[src/design/lbc_pkg.sv]
`timescale 1ns / 1ps
// ----------------------------------------------------------------------------
// lbc_pkg: shared types and codes of the light blink classifier
// Class state encoding, report codes, register indexes and configuration
// bundle used by the classifier core and the register block.
// ----------------------------------------------------------------------------
package lbc_pkg;

	// Class state, held one-hot inside the core
	typedef enum logic [3:0] {
		ST_OFF     = 4'b0001,
		ST_BLINK   = 4'b0010,
		ST_ON      = 4'b0100,
		ST_UNKNOWN = 4'b1000
	} lbc_state_t;

	// Class codes as seen on the result channel
	localparam logic [1:0] CLS_OFF     = 2'd0;
	localparam logic [1:0] CLS_BLINK   = 2'd1;
	localparam logic [1:0] CLS_ON      = 2'd2;
	localparam logic [1:0] CLS_UNKNOWN = 2'd3;

	// Report codes
	localparam logic [2:0] RPT_OFF           = 3'd0;
	localparam logic [2:0] RPT_BLINK         = 3'd1;
	localparam logic [2:0] RPT_ON            = 3'd2;
	localparam logic [2:0] RPT_UNKNOWN       = 3'd3;
	localparam logic [2:0] RPT_TURNED_OFF    = 3'd4;
	localparam logic [2:0] RPT_TURNED_ON     = 3'd5;
	localparam logic [2:0] RPT_STARTED_BLINK = 3'd6;

	// Register indexes
	localparam int unsigned CFG_IDX_W = 2;
	localparam logic [CFG_IDX_W-1:0] CFG_HOLD_TIME  = 2'd0;
	localparam logic [CFG_IDX_W-1:0] CFG_BLINK_THR  = 2'd1;

	// Register reset values
	localparam logic [31:0] HOLD_TIME_RST = 32'd5000;
	localparam logic [3:0]  BLINK_THR_RST = 4'd4;

	// Transition count ceiling
	localparam logic [3:0] COUNT_MAX = 4'd15;

	typedef struct packed {
		logic [31:0] hold_time_ms;
		logic [3:0]  blink_threshold;
	} lbc_cfg_t;

	// Map the one-hot state onto its external class code
	function automatic logic [1:0] class_code(input lbc_state_t st);
		logic [1:0] c;
		c = CLS_UNKNOWN;
		unique case (st)
			ST_OFF:     c = CLS_OFF;
			ST_BLINK:   c = CLS_BLINK;
			ST_ON:      c = CLS_ON;
			ST_UNKNOWN: c = CLS_UNKNOWN;
			default:    c = CLS_UNKNOWN;
		endcase
		return c;
	endfunction

endpackage

[src/design/light_blink_classifier_unit.sv]
`timescale 1ns / 1ps
// ----------------------------------------------------------------------------
// light_blink_classifier_unit: light level classifier, top level
// Input register, classifier core, result register and config registers.
//
//   channel  direction  handshake          payload
//   in       sink       in_valid/in_stall  level, now_ms
//   out      source     out_valid/out_stall report_code, current_class
//   cfg      sink       cfg_valid/cfg_ready cfg_index, cfg_data
//
// One item per cycle sustained while out_stall is low; each item passes the
// input register, then the core, then the result register.
// The class state is updated as an item moves from the input register into
// the result register. Reset clears state and sets registers to defaults.
// A stalled result holds the input register, which then stalls the input.
// ----------------------------------------------------------------------------
module light_blink_classifier_unit (
	input  logic                          clk,
	input  logic                          arst_n,
	input  logic                          in_valid,
	output logic                          in_stall,
	input  logic                          level,
	input  logic [31:0]                   now_ms,
	output logic                          out_valid,
	input  logic                          out_stall,
	output logic [2:0]                    report_code,
	output logic [1:0]                    current_class,
	input  logic                          cfg_valid,
	output logic                          cfg_ready,
	input  logic [lbc_pkg::CFG_IDX_W-1:0] cfg_index,
	input  logic [31:0]                   cfg_data
);

	lbc_pkg::lbc_cfg_t cfg;

	logic        valid_s1;
	logic        level_s1;
	logic [31:0] now_s1;
	logic        valid_s2;
	logic [2:0]  report_s2;
	logic [1:0]  class_s2;

	logic        advance;
	logic        accept;
	logic [2:0]  core_report;
	logic [1:0]  core_class;

	// Move an item on when the result register is free or draining
	assign advance  = valid_s1 && (!valid_s2 || !out_stall);
	assign in_stall = valid_s1 && !advance;
	assign accept   = in_valid && !in_stall;

	lbc_cfg_regs u_cfg (
		.clk       (clk),
		.arst_n    (arst_n),
		.cfg_valid (cfg_valid),
		.cfg_ready (cfg_ready),
		.cfg_index (cfg_index),
		.cfg_data  (cfg_data),
		.cfg       (cfg)
	);

	lbc_classify u_classify (
		.clk           (clk),
		.arst_n        (arst_n),
		.step          (advance),
		.level         (level_s1),
		.now_ms        (now_s1),
		.cfg           (cfg),
		.report_code   (core_report),
		.current_class (core_class)
	);

	// Input register valid
	always_ff @(posedge clk or negedge arst_n) begin
		if (!arst_n) begin
			valid_s1 <= 1'b0;
		end else if (accept) begin
			valid_s1 <= 1'b1;
		end else if (advance) begin
			valid_s1 <= 1'b0;
		end
	end

	// Input register payload
	always_ff @(posedge clk) begin
		if (accept) begin
			level_s1 <= level;
			now_s1   <= now_ms;
		end
	end

	// Result register valid
	always_ff @(posedge clk or negedge arst_n) begin
		if (!arst_n) begin
			valid_s2 <= 1'b0;
		end else if (advance) begin
			valid_s2 <= 1'b1;
		end else if (!out_stall) begin
			valid_s2 <= 1'b0;
		end
	end

	// Result register payload
	always_ff @(posedge clk) begin
		if (advance) begin
			report_s2 <= core_report;
			class_s2  <= core_class;
		end
	end

	assign out_valid     = valid_s2;
	assign report_code   = report_s2;
	assign current_class = class_s2;

	// Stall is only raised with an item waiting in the input register
	a_stall_needs_item: assert property (@(posedge clk) disable iff (!arst_n)
		in_stall |-> valid_s1)
		else $error("input stalled with empty input register");

	// A new result comes only from an item in the input register
	a_result_source: assert property (@(posedge clk) disable iff (!arst_n)
		$rose(valid_s2) |-> $past(valid_s1))
		else $error("result appeared without a source item");

	// A blocked result register with a waiting item must stall the input
	a_backpressure: assert property (@(posedge clk) disable iff (!arst_n)
		(valid_s1 && valid_s2 && out_stall) |-> in_stall)
		else $error("input not stalled while both stages are full");

endmodule

[src/design/lbc_cfg_regs.sv]
`timescale 1ns / 1ps
// ----------------------------------------------------------------------------
// lbc_cfg_regs: configuration registers
// Holds the hold time and blink threshold; takes one write per cycle.
// ----------------------------------------------------------------------------
module lbc_cfg_regs (
	input  logic                          clk,
	input  logic                          arst_n,
	input  logic                          cfg_valid,
	output logic                          cfg_ready,
	input  logic [lbc_pkg::CFG_IDX_W-1:0] cfg_index,
	input  logic [31:0]                   cfg_data,
	output lbc_pkg::lbc_cfg_t             cfg
);

	logic [31:0] hold_time_q;
	logic [3:0]  blink_thr_q;

	// Always ready for a write
	assign cfg_ready = 1'b1;

	// Decode the index; drop writes beyond the register list
	always_ff @(posedge clk or negedge arst_n) begin
		if (!arst_n) begin
			hold_time_q <= lbc_pkg::HOLD_TIME_RST;
			blink_thr_q <= lbc_pkg::BLINK_THR_RST;
		end else if (cfg_valid && cfg_ready) begin
			if (cfg_index == lbc_pkg::CFG_HOLD_TIME) begin
				hold_time_q <= cfg_data;
			end else if (cfg_index == lbc_pkg::CFG_BLINK_THR) begin
				blink_thr_q <= cfg_data[3:0];
			end
		end
	end

	assign cfg.hold_time_ms    = hold_time_q;
	assign cfg.blink_threshold = blink_thr_q;

endmodule

[src/design/lbc_classify.sv]
`timescale 1ns / 1ps
// ----------------------------------------------------------------------------
// lbc_classify: classifier state and next-state logic
// One subtract, the hold and count compares and the class update for one item; the state
// registers advance when step is high.
// ----------------------------------------------------------------------------
module lbc_classify (
	input  logic              clk,
	input  logic              arst_n,
	input  logic              step,
	input  logic              level,
	input  logic [31:0]       now_ms,
	input  lbc_pkg::lbc_cfg_t cfg,
	output logic [2:0]        report_code,
	output logic [1:0]        current_class
);

	lbc_pkg::lbc_state_t state_q, state_d;
	lbc_pkg::lbc_state_t before_q, before_d;
	logic [31:0] edge_time_q, edge_time_d;
	logic [3:0]  edge_count_q, edge_count_d;
	logic        level_q, level_d;

	logic [31:0] elapsed;
	logic        held;
	logic [3:0]  count_inc;
	logic [2:0]  code;

	// Work out the elapsed time and the next class
	always_comb begin
		elapsed   = now_ms - edge_time_q;
		held      = (elapsed >= cfg.hold_time_ms);
		count_inc = (edge_count_q == lbc_pkg::COUNT_MAX) ? lbc_pkg::COUNT_MAX
		                                                  : edge_count_q + 4'd1;
		state_d      = state_q;
		before_d     = before_q;
		edge_time_d  = edge_time_q;
		edge_count_d = edge_count_q;
		level_d      = level_q;
		code         = lbc_pkg::RPT_UNKNOWN;

		unique case (state_q)
			lbc_pkg::ST_ON, lbc_pkg::ST_OFF: begin
				code = {1'b0, lbc_pkg::class_code(state_q)};
				if (level != (state_q == lbc_pkg::ST_ON)) begin
					before_d     = state_q;
					state_d      = lbc_pkg::ST_UNKNOWN;
					edge_time_d  = now_ms;
					edge_count_d = 4'd1;
					level_d      = level;
				end
			end
			lbc_pkg::ST_BLINK: begin
				if ((level != level_q) && !held) begin
					level_d      = level;
					edge_count_d = count_inc;
					edge_time_d  = now_ms;
					code         = lbc_pkg::RPT_BLINK;
				end else if (held) begin
					// Settle to the steady level
					before_d     = lbc_pkg::ST_BLINK;
					state_d      = level ? lbc_pkg::ST_ON : lbc_pkg::ST_OFF;
					edge_count_d = 4'd1;
					level_d      = level;
					edge_time_d  = now_ms;
					code         = level ? lbc_pkg::RPT_TURNED_ON : lbc_pkg::RPT_TURNED_OFF;
				end else begin
					code = lbc_pkg::RPT_BLINK;
				end
			end
			lbc_pkg::ST_UNKNOWN: begin
				if (held) begin
					// Settle, leaving the previous class alone
					state_d      = level ? lbc_pkg::ST_ON : lbc_pkg::ST_OFF;
					edge_count_d = 4'd1;
					level_d      = level;
					edge_time_d  = now_ms;
					code         = level ? lbc_pkg::RPT_TURNED_ON : lbc_pkg::RPT_TURNED_OFF;
				end else if (level == level_q) begin
					code = {1'b0, lbc_pkg::class_code(before_q)};
				end else begin
					edge_count_d = count_inc;
					level_d      = level;
					edge_time_d  = now_ms;
					if (count_inc >= cfg.blink_threshold) begin
						before_d = lbc_pkg::ST_UNKNOWN;
						state_d  = lbc_pkg::ST_BLINK;
						code     = lbc_pkg::RPT_STARTED_BLINK;
					end else begin
						code = {1'b0, lbc_pkg::class_code(before_q)};
					end
				end
			end
			default: begin
				state_d = lbc_pkg::ST_UNKNOWN;
			end
		endcase
	end

	assign report_code   = code;
	assign current_class = lbc_pkg::class_code(state_d);

	// Advance the class state on each item
	always_ff @(posedge clk or negedge arst_n) begin
		if (!arst_n) begin
			state_q      <= lbc_pkg::ST_UNKNOWN;
			before_q     <= lbc_pkg::ST_UNKNOWN;
			edge_time_q  <= 32'd0;
			edge_count_q <= 4'd0;
			level_q      <= 1'b0;
		end else if (step) begin
			state_q      <= state_d;
			before_q     <= before_d;
			edge_time_q  <= edge_time_d;
			edge_count_q <= edge_count_d;
			level_q      <= level_d;
		end
	end

	// A zero count only exists before the first settle or transition
	a_zero_count_untouched: assert property (@(posedge clk) disable iff (!arst_n)
		(edge_count_q == 4'd0) |->
		(state_q == lbc_pkg::ST_UNKNOWN && before_q == lbc_pkg::ST_UNKNOWN))
		else $error("edge count zero after class left reset state");

	// A steady class always restarted the count at one
	a_steady_count_one: assert property (@(posedge clk) disable iff (!arst_n)
		(state_q == lbc_pkg::ST_ON || state_q == lbc_pkg::ST_OFF) |->
		(edge_count_q == 4'd1))
		else $error("steady class with count other than one");

	// Started blinking always lands in the blinking class
	a_start_blink: assert property (@(posedge clk) disable iff (!arst_n)
		(step && code == lbc_pkg::RPT_STARTED_BLINK) |=>
		(state_q == lbc_pkg::ST_BLINK && before_q == lbc_pkg::ST_UNKNOWN))
		else $error("started blinking without entering blinking class");

endmodule
[config.mk]
export PLATFORM = sky130hd
export DESIGN_NAME = light_blink_classifier_unit
export DESIGN_NICKNAME = d
export VERILOG_FILES = /design/src/design/lbc_pkg.sv /design/src/design/light_blink_classifier_unit.sv /design/src/design/lbc_cfg_regs.sv /design/src/design/lbc_classify.sv
export SDC_FILE = /design/constraint.sdc
export NUM_CORES = 1
export LEC_CHECK = 0
export ABC_CLOCK_PERIOD_IN_PS = 7500
export BUFFER_PORTS_ARGS = -buffer_cell sky130_fd_sc_hd__buf_2
export CAP_MARGIN = 30
export CORE_ASPECT_RATIO = 0.75
export CORE_MARGIN = 2
export CORE_UTILIZATION = 64
export CTS_CLUSTER_DIAMETER = 50
export CTS_CLUSTER_SIZE = 12
export DETAILED_ROUTE_END_ITERATION = 16
export GPL_TIMING_DRIVEN = 0
export MAX_ROUTING_LAYER = met4
export PLACE_DENSITY = 0.84
export SKIP_LAST_GASP = 1
export SLEW_MARGIN = 0
export SYNTH_ARGS = -nofsm -noshare
export SYNTH_HDL_FRONTEND = slang
export SYNTH_SLANG_ARGS = --single-unit
[constraint.sdc]
create_clock -name clk -period 7.5 [get_ports clk]
set_input_delay 1.5 -clock clk [delete_from_list [all_inputs] [get_ports clk]]
set_output_delay 1.5 -clock clk [all_outputs]
set_load 0.01 [all_outputs]
---- After elaboration in Yosys (flattened, before gate mapping) ----
Cells that the tools add are included.
W data, S select, Z words.
storage, ports and cells
  flip-flop bits (word level) ............. 121
  output and inout port bits .............. 8
  input bits .............................. 72
operators by class
  reductions and logical operators ........ 18
  equal/unequal tests ..................... 24
  bitwise logic cells ..................... 1
  magnitude comparators ................... 2
  multiplexer cells ....................... 48
  add/subtract/negate cells ............... 2
operator list
  operator               number
  $mux W32               5
  $pmux W32 S3           1
  $mux W4                18
  $pmux W4 S3            3
  $ge A32 B32 Y1         1
  $sub A32 B32 Y32       1
  $mux W3                6
  $eq A4 B1 Y1 const B   3
  $eq A4 B2 Y1 const B   3
  $eq A4 B3 Y1 const B   3
  $pmux W2 S3            2
  $mux W1                10
  $pmux W3 S3            1
  $eq A4 B4 Y1 const B   2
  $ne A2 B1 Y1 const B   4
  $reduce_and A8 Y1      1
  $ne A2 B2 Y1 const B   3
  $logic_not A1 Y1       5
  $reduce_and A5 Y1      1
  $add A4 B1 Y4 const B  1
  $ge A4 B4 Y1           1
  $logic_and A1 B1 Y1    4
  $pmux W2 S2            1
  $ne A3 B1 Y1 const B   1
  13 further kinds       14

---- Logic depth before layout (Yosys ltp) ----
Gate-level depths: netlist (run 1).
  depth in word-level cells ............... 9
  mapped depth ............................ 23
  depth with buffers taken out ............ 22

---- By module ----
From an unflattened synthesis (run 1), not the netlist that was laid out.
second synthesis, totals
  cell total of the unflattened synthesis .. 670
  area, all modules ....................... 7283.2 um2
by module, submodules not included
  module                       area each (um2)  sequential area each (um2)  times used  cells each
  lbc_classify                 4664.5           1128.6                      1           545
  lbc_cfg_regs                 1385.1           908.4                       1           79
  light_blink_classifier_unit  1233.7           1191.1                      1           46

---- Worst setup path after synthesis (run 1) ----
OpenSTA, ideal clock, no wires.
  path kind ............................... reg-to-reg
  start point ............................. register now_s1[1]
  end point ............................... register u_classify.edge_time_q[10]
  stages on the path, launching flop included .. 21
  setup slack ............................. 3.179 ns
  library setup time ...................... 0.127 ns
  buffers on the path ..................... 1
  arrival ................................. 4.194 ns
  clock period less this slack ............ 4.321 ns
  cells stage by stage .................... edfxtp_1 ha_1 nor2b_1 o31a_1 a21oi_2 o211ai_2 a221oi_4 nor2_2 a21o_1 a2111o_1 o211ai_2 ha_1 and4_1 nand2_1 or2_0 o21ai_1 a21oi_1 nand4_1 nand2_2 buf_6 mux2_1
between the ends
  longest elaborated chain between the ends .. 6
RTL lines
  what                                                                RTL line                           RTL
  start: declaration                                                  light_blink_classifier_unit.sv:38  logic [31:0] now_s1;
  start signal: assignment                                            light_blink_classifier_unit.sv:89  now_s1 <= now_ms;
  $sub A32 B32 Y32 (*)                                                lbc_classify.sv:31                 elapsed = now_ms - edge_time_q;
  $ge A32 B32 Y1 (*)                                                  lbc_classify.sv:32                 held = (elapsed >= cfg.hold_time_ms);
  $logic_not A1 Y1                                                    lbc_classify.sv:54                 if ((level != level_q) && !held) begin
  $logic_and A1 B1 Y1                                                 lbc_classify.sv:54
  $ne A3 B1 Y1 (no source line) or $mux W32 (tied branches)           n/a
  $reduce_and A5 Y1 (no source line) or $pmux W32 S3 (tied branches)  n/a
  end signal: assignment                                              lbc_classify.sv:114                edge_time_q <= edge_time_d;
  end: declaration                                                    lbc_classify.sv:20                 logic [31:0] edge_time_q, edge_time_d;
Mark *: on every way between the ends. The rest lies on a longest branch, timed or not.
A chain may end at the register's enable or synchronous reset.

---- Final worst setup path (run 1) ----
  start point ............................. register now_s1[0]
  end point ............................... register u_classify.edge_time_q[26]
The elaborated chain is that of the path after synthesis.

==> metrics.md, run 1 <==
| Metric | Value |
|---|---|
| Post-synth top flop | `dfrtp_1` |
| Worst hold margin | `0.489 ns` |
| Post-CTS Resized | `0` |
| Reg2reg path depth | `23` |
| Vias in the first global route | `5,507` |
| Synth unique cells | `63` |
| Flops & latches, synth | `121` |
| Outcome | `complete, no violations` |
| Placer Congestion | `0.976` |
| Worst Path Arrival | `~5.7 ns` |
| Post-synth EDFFs | `38` |
| Routed wire length | `15,500 µm` |
| Worst rel slew slack | `41.4%` |
| Total Routing Usage GR | `27.7%` |
| Top post-synthesis cells by count | `dfrtp_1 (75), inv_1 (74), ha_1 (68), nand2_1 (60), a21oi_1 (46)` |
| Detailed Routing Iterations Pass 1 | `6` |
| Synth Instances | `about 700` |
| Clock sinks | `around 120` |
| Tmin final | `roughly 5.4 ns` |
| Top-area cell type share of the netlist area | `26.1%` |
| Row count | `33` |
| Via Count | `between 5,000 and 6,000` |
| CP Launch Type | `flop` |
| Post-Synth Adder-Cell Area | `approximately 12%` |
| Post-synthesis net count | `843` |
| Fin. max-slew vios | `0` |
| Fmax achieved | `around 0.18 GHz` |
| Die Area | `0.0121 mm²` |
| Area grow syn2layout | `16.4%` |
| Top post-synthesis cells by area | `dfrtp_1 (26%), edfxtp_1 (16%), ha_1 (12%), mux2_1 (5.0%), inv_1 (3.9%)` |
| Max VDD drop | `235 µV` |
| Clock Skew | `0.0123 ns` |
| R2R Path Start | `now_s1[0]` |
| Type of the worst setup path | `flop to flop` |
| Unrepaired setup endpoints after global routing | `false` |
| Crit path launch | `now_s1[0]` |
| CTS max path bufs | `2` |
| TritonCTS buffer count | `17` |
| Worst Path Buf+Inv | `3` |
| Hold endpoint | `u_classify.edge_time_q[12]` |
| Simple-gate share of the synthesized area | `11.8%` |
| Antenna viol nets, final | `0` |
| CP endpoint kind | `flop` |
| Multiplexer share of the synthesized area | `6.10%` |
| Largest net degree at the start of global routing | `52` |
| First-pass GRT wire length | `around 26,000 µm` |
| Delay of the slowest critical-path stage | `0.51 ns` |
| Post-synthesis xor/xnor area fraction | `approximately 3.9%` |
| Max cap viols | `0` |
| DRC Markers | `0` |
| Hold path startpoint | `u_classify.edge_time_q[12]` |
| Syn Area/Cell | `10.2 µm²` |
| Layout cells sized above 1 | `18.2%` |
| Reg-to-reg endpoint | `u_classify.edge_time_q[26]` |
| Port buffer count | `78` |
| Hold depth | `1` |
| Clk_lat worst skew | `0.42 ns` |
| Family with the most delay on the worst path | `compound AO/OA/AOI/OAI gates` |
| Seq/Total Area, Yosys | `between 40% and 50%` |
| Vias per cell | `5.87` |
| Worst-path clk slew | `approximately 0.060 ns` |
| CP max-delay cell | `a21oi_1` |
| Final Hold Violating Endpoints | `0` |
| Endpoints failing setup | `0` |
| Initial antenna violation count | `0` |
| Most common cell in the netlist | `dfrtp_1` |
| Mapped Area | `0.00718 mm²` |
| Ys async rst share | `68.6%` |
| Compound-Gate Fraction of Synth Area | `between 10% and 20%` |
| Synth warn | `0` |
| Largest family of logic cells by synthesized area | `compound AO/OA/AOI/OAI gates` |
| WL per Instance | `16.3 µm` |
| Hpwl dp | `11,500 µm` |
| Initial Util | `65.6%` |
| Worst-Margin Slew | `0.879 ns` |
| Nets | `942` |
| TNS Setup | `0 ns` |
| Required time of the worst setup path | `7.80 ns` |
| Detailed Route Iter0 Violations | `~560` |
| CTS tree | `yes` |
| Tcrit/Tclk final | `between 70% and 80%` |
| Static Leak | `~3.9 nW` |
| Die outline width | `126 µm` |
| Gr ovfl total | `0` |
| Io pins | `80` |
| Setup bufs post-CTS | `0` |
| CP max FO | `10` |
| Core area | `0.0109 mm²` |
| HP Class | `flop to flop` |
| Die Ht | `95.7 µm` |
| PwrDens | `447 mW/mm²` |
| H-tree depth | `4` |
| # diodes | `0` |
| Fillers | `about 690` |
| Reg2reg setup slack | `2.07 ns` |
| Yosys top cell by area | `dfrtp_1` |
| Cell mode on critical path | `a21oi_1` |
| Hold-fix buffers at CTS | `0` |
| Sequence of cells on the critical path | `inv_1 > ha_1 > inv_1 > fa_1 > a21oi_1 > nor3b_1 > o21ai_1 > nand4_1 > a21oi_1 > a311oi_2 > a211oi_2 > a21oi_2 > xor2_1 > ha_1 > and4_1 > nand2_1 > or2_0 > o21ai_1 > a21oi_1 > nand4_1 > nand2_2 > buf_6 > mux2_1` |
| CTS root buf | `clkbuf_16` |
==> worst max-delay path by stage <==
stage,to,slack (ns),depth (start not counted)
2_1_floorplan,u_classify.edge_time_q[10],3.18,20
3_3_place_gp,u_classify.edge_time_q[14],2.39,23
3_5_place_dp,u_classify.edge_time_q[28],2.22,23
4_1_cts,u_classify.edge_time_q[26],2.12,23
5_1_grt,u_classify.edge_time_q[6],1.82,23
6_report,u_classify.edge_time_q[26],2.07,23
==> worst register-to-register path, stage by stage, from the launching register on <==
cell      delay, ns
edfxtp_1       0.40
inv_1          0.08
ha_1           0.20
inv_1          0.07
fa_1           0.42
a21oi_1        0.19
nor3b_1        0.11
o21ai_1        0.33
nand4_1        0.18
a21oi_1        0.24
a311oi_2       0.09
a211oi_2       0.31
a21oi_2        0.10
xor2_1         0.15
ha_1           0.29
and4_1         0.17
nand2_1        0.06
or2_0          0.17
o21ai_1        0.08
a21oi_1        0.51
nand4_1        0.27
nand2_2        0.33
buf_6          0.22
mux2_1         0.34
==> metal layers <==
layer  vias up  global-route usage (%)  share of wire, %
li1       2685                       -                 -
met1      2660                    35.7                45
met2       220                    44.3                47
met3        39                    6.23               6.1
met4         0                    9.25               1.8
met5         -                       -                 0
==> per-stage QoR <==
step	power [mW]	cell area [µm²]	setup WS (ns)	utilization (%)	std cells
final	3.74	8360	2.07	76.4	954
after global routing	4.03	8360	1.82	76.4	954
after CTS	3.71	8360	2.12	76.4	954
after detailed placement	2.89	7780	2.22	71.1	922
after global placement	2.78	7750	2.39	70.8	920
after floorplan	2.46	7180	3.18	-	702
==> cells by family after synthesis <==
group / Yosys count
xor+xnor: 32
simple gates: 173
mux: 39
flops: 121
compound gates: 175
fa+ha+maj: 69
buf+inv: 92
other cells: 1
==> power breakdown <==
part / internal, mW / leakage, nW / switching [mW] / total, mW
Sequential: 0.882 / 1.35 / 0.0886 / 0.971
Clock: 0.489 / 0.255 / 0.306 / 0.795
Combinational: 0.862 / 2.30 / 1.11 / 1.97
==> state kept, by name, summed over array words and instances (netlist names) <==
register and cells:
level_s1 1, out_valid 1, u_classify.edge_time_q 32, u_classify.before_q 4, u_cfg.blink_thr_q 4, u_classify.edge_count_q 4
u_cfg.hold_time_q 32, u_classify.level_q 1, report_code 3, u_classify.state_q 4, current_class 2, now_s1 32
valid_s1 1
==> cell type report <==
cell class | count | area, µm² | area share, %
multi-input cells | 489 | 3580 | 42.8
repair buffers | 80 | 425 | 5.09
flip-flops and latches | 121 | 3230 | 38.6
clock inverters | 14 | 150 | 1.80
plain buffers | 18 | 96.3 | 1.15
clock buffers | 18 | 429 | 5.13
well taps | 140 | 175 | 2.09
inverters | 74 | 278 | 3.32
==> cells in the final DEF (no fill, tap or decap), types with 30 or more instances in the layout <==
cell / synthesis / final
nor2_1: 30 / 30
inv_1: 74 / 74
ha_1: 68 / 68
nand2_1: 60 / 60
mux2_1: 32 / 32
buf_2: 2 / 80
dfrtp_1: 75 / 75
o21ai_0: 45 / 45
edfxtp_1: 38 / 38
a21oi_1: 46 / 46
a21o_1: 33 / 33
Power figures use the tool's default switching activity.
==> run 2: changes to the inputs <==
- ABC_CLOCK_PERIOD_IN_PS: 7500 -> 4700
- CORE_UTILIZATION: 64 -> 54
- PLACE_DENSITY: 0.84 -> 0.75
- clock period: 7.5 -> 4.7 ns (I/O delays scaled with it)
==> metrics.md, run 2 (same netlist as run 1, synthesis figures left out) <==
| Metric | Value |
|---|---|
| Top Metal Used | `met4` |
| Initial Util | `55.4%` |
| Detail Route met2 WL | `7670 µm` |
| WL per Instance | `roughly 16 µm` |
| Unrepaired setup endpoints after global routing | `true` |
| CTS root buf | `clkbuf_16` |
| R2R Path Start | `now_s1[1]` |
| Via Count | `5,545` |
| Die outline width | `roughly 140 µm` |
| Static Leak | `4.10 nW` |
| Max cap viols | `0` |
| HP Class | `input port to asynchronous set/reset pin` |
| Max VDD drop | `517 µV` |
| Nets | `954` |
| Vias in the first global route | `5,519` |
| Fillers | `1,012` |
| Hold-fix buffers at CTS | `0` |
| Placer Congestion | `0.886` |
| CP endpoint kind | `flop` |
| Gr ovfl total | `0` |
| H-tree depth | `4` |
| Reg2reg path depth | `20` |
| Layout cells sized above 1 | `23.5%` |
| Clock Skew | `0.00825 ns` |
| Endpoints failing setup | `0` |
| # diodes | `0` |
| Hpwl dp | `roughly 12,000 µm` |
| Area of the multi-input gates | `about 0.0037 mm²` |
| Die Ht | `104 µm` |
| DRC Markers | `0` |
| Final Hold Violating Endpoints | `0` |
| Worst rel slew slack | `40.6%` |
| CP max-delay cell | `nor3_1` |
| PwrDens | `721 mW/mm²` |
| Worst-path clk slew | `0.06 ns` |
| Worst Path Arrival | `5.03 ns` |
| Fmax achieved | `0.213 GHz` |
| Detailed Route Iter0 Violations | `395` |
| Core area | `0.0130 mm²` |
| Register Area | `0.00323 mm²` |
| First-pass GRT wire length | `26,500 µm` |
| Antenna viol nets, final | `0` |
| Port buffer count | `a little under 80` |
| Worst Path Buf+Inv | `1` |
| Clk_lat worst skew | `0.42 ns` |
| Commonest non-fill, non-tap cell in the layout | `buf_2` |
| CP Launch Type | `flop` |
| Detailed Routing Iterations Pass 1 | `5` |
| Reg2reg setup slack | `0.02 ns` |
| Top flop regs | `now_s1 (32), u_cfg.hold_time_q (32), u_classify.edge_time_q (32)` |
| Vias per cell | `5.56` |
| Row count | `36` |
| Die Area | `~0.014 mm²` |
| Delay of the slowest critical-path stage | `0.48 ns` |
| Initial antenna violation count | `0` |
| Outcome | `complete, no violations` |
| Area grow syn2layout | `20.7%` |
| Worst-Margin Slew | `0.892 ns` |
| Type of the worst setup path | `flop to flop` |
| Total power | `around 6.3 mW` |
| Io pins | `80` |
| Fin. max-slew vios | `0` |
| Met1 wire length | `roughly 7400 µm` |
| CTS tree | `yes` |
| Commonest cells after routing, fill and taps aside | `buf_2 (80), dfrtp_1 (75), inv_1 (72)` |
| Final core occ | `66.8%` |
| DR WL met3 | `810 µm` |
| Reg-to-reg endpoint | `u_classify.edge_count_q[2]` |
| CTS max path bufs | `2` |
| Family with the most delay on the worst path | `compound AO/OA/AOI/OAI gates` |
| Clock sinks | `around 120` |
| Total Routing Usage GR | `around 24%` |
| CP max FO | `6` |
| TNS Setup | `0 ns` |
| Required time of the worst setup path | `between 5 and 6 ns` |
| Routed wire length | `16,100 µm` |
| Sequence of cells on the critical path | `ha_1 > nor2b_4 > o31a_1 > a21oi_2 > o211ai_4 > a221oi_4 > nor2_4 > a21o_1 > a2111o_1 > o211ai_2 > ha_1 > and4_4 > nand2_2 > or2_4 > o21ai_2 > a21oi_2 > buf_4 > nand3_1 > nor3_1 > a22o_1` |
| Tcrit/Tclk final | `roughly 100%` |
| Tmin final | `4.68 ns` |
| Largest net degree at the start of global routing | `67` |
| TritonCTS buffer count | `17` |
-- run 2: stage by stage --
step	setup slack, ns	area (µm²)	std cells	hold slack [ns]
final	0.0155	8670	997	0.398
after global routing	-0.253	8670	997	0.404
after detailed placement	-0.610	7820	953	0.481
after global placement	-0.463	7790	951	0.467
after floorplan	0.379	7180	702	0.457
after CTS	0.00787	8410	988	0.397
-- run 2: worst max path at each step --
stage / startpoint / endpoint / slack, ns / depth (start not counted)
after floorplan: now_s1[1] / u_classify.edge_time_q[10] / 0.38 / 20
after global placement: now_s1[0] / u_classify.edge_time_q[26] / -0.46 / 23
after detailed placement: now_s1[0] / u_classify.edge_time_q[11] / -0.61 / 23
after CTS: now_s1[0] / u_classify.edge_time_q[5] / 0.008 / 23
after global routing: now_s1[1] / u_classify.edge_count_q[2] / -0.25 / 20
final: now_s1[1] / u_classify.edge_count_q[2] / 0.02 / 20
-- run 2: worst reg2reg max path, delay by kind of cell (launching register included) --
family / cells / cell delay, ns
buf+inv: 1 / 0.21
fa+ha+maj: 2 / 0.60
simple gates: 7 / 1.20
flops: 1 / 0.42
compound gates: 10 / 2.20
-- run 2: timing repair --
item,in CTS,in global routing
cloned,0,1
resized for setup,6,43
buffers inserted,3,8
endpoints found under the setup margin,47,46
pin swaps,3,18
-- run 2: report_power, final --
part	total (mW)	switching, mW	internal, mW
sequential	1.55	0.145	1.41
combinational	3.51	1.89	1.62
clock	1.19	0.444	0.744
total	6.25	2.48	3.77
-- run 2: final cells by class --
class                      instances  share of cell area [%]
multi-input combinational        489                    43.2
buffer                            18                    1.26
tap                              171                    2.47
timing repair buffer              92                    6.34
clock buffer                      22                    5.36
sequential                       121                    37.2
inverter                          74                    3.20
clock inverter                    10                   0.895
-- run 2: routing by layer --
layer / global-route usage [%] / up-vias
met1: 32.7 / 2667
met5: - / -
met4: 6.33 / 0
met2: 37.5 / 140
met3: 6.09 / 20
li1: - / 2718
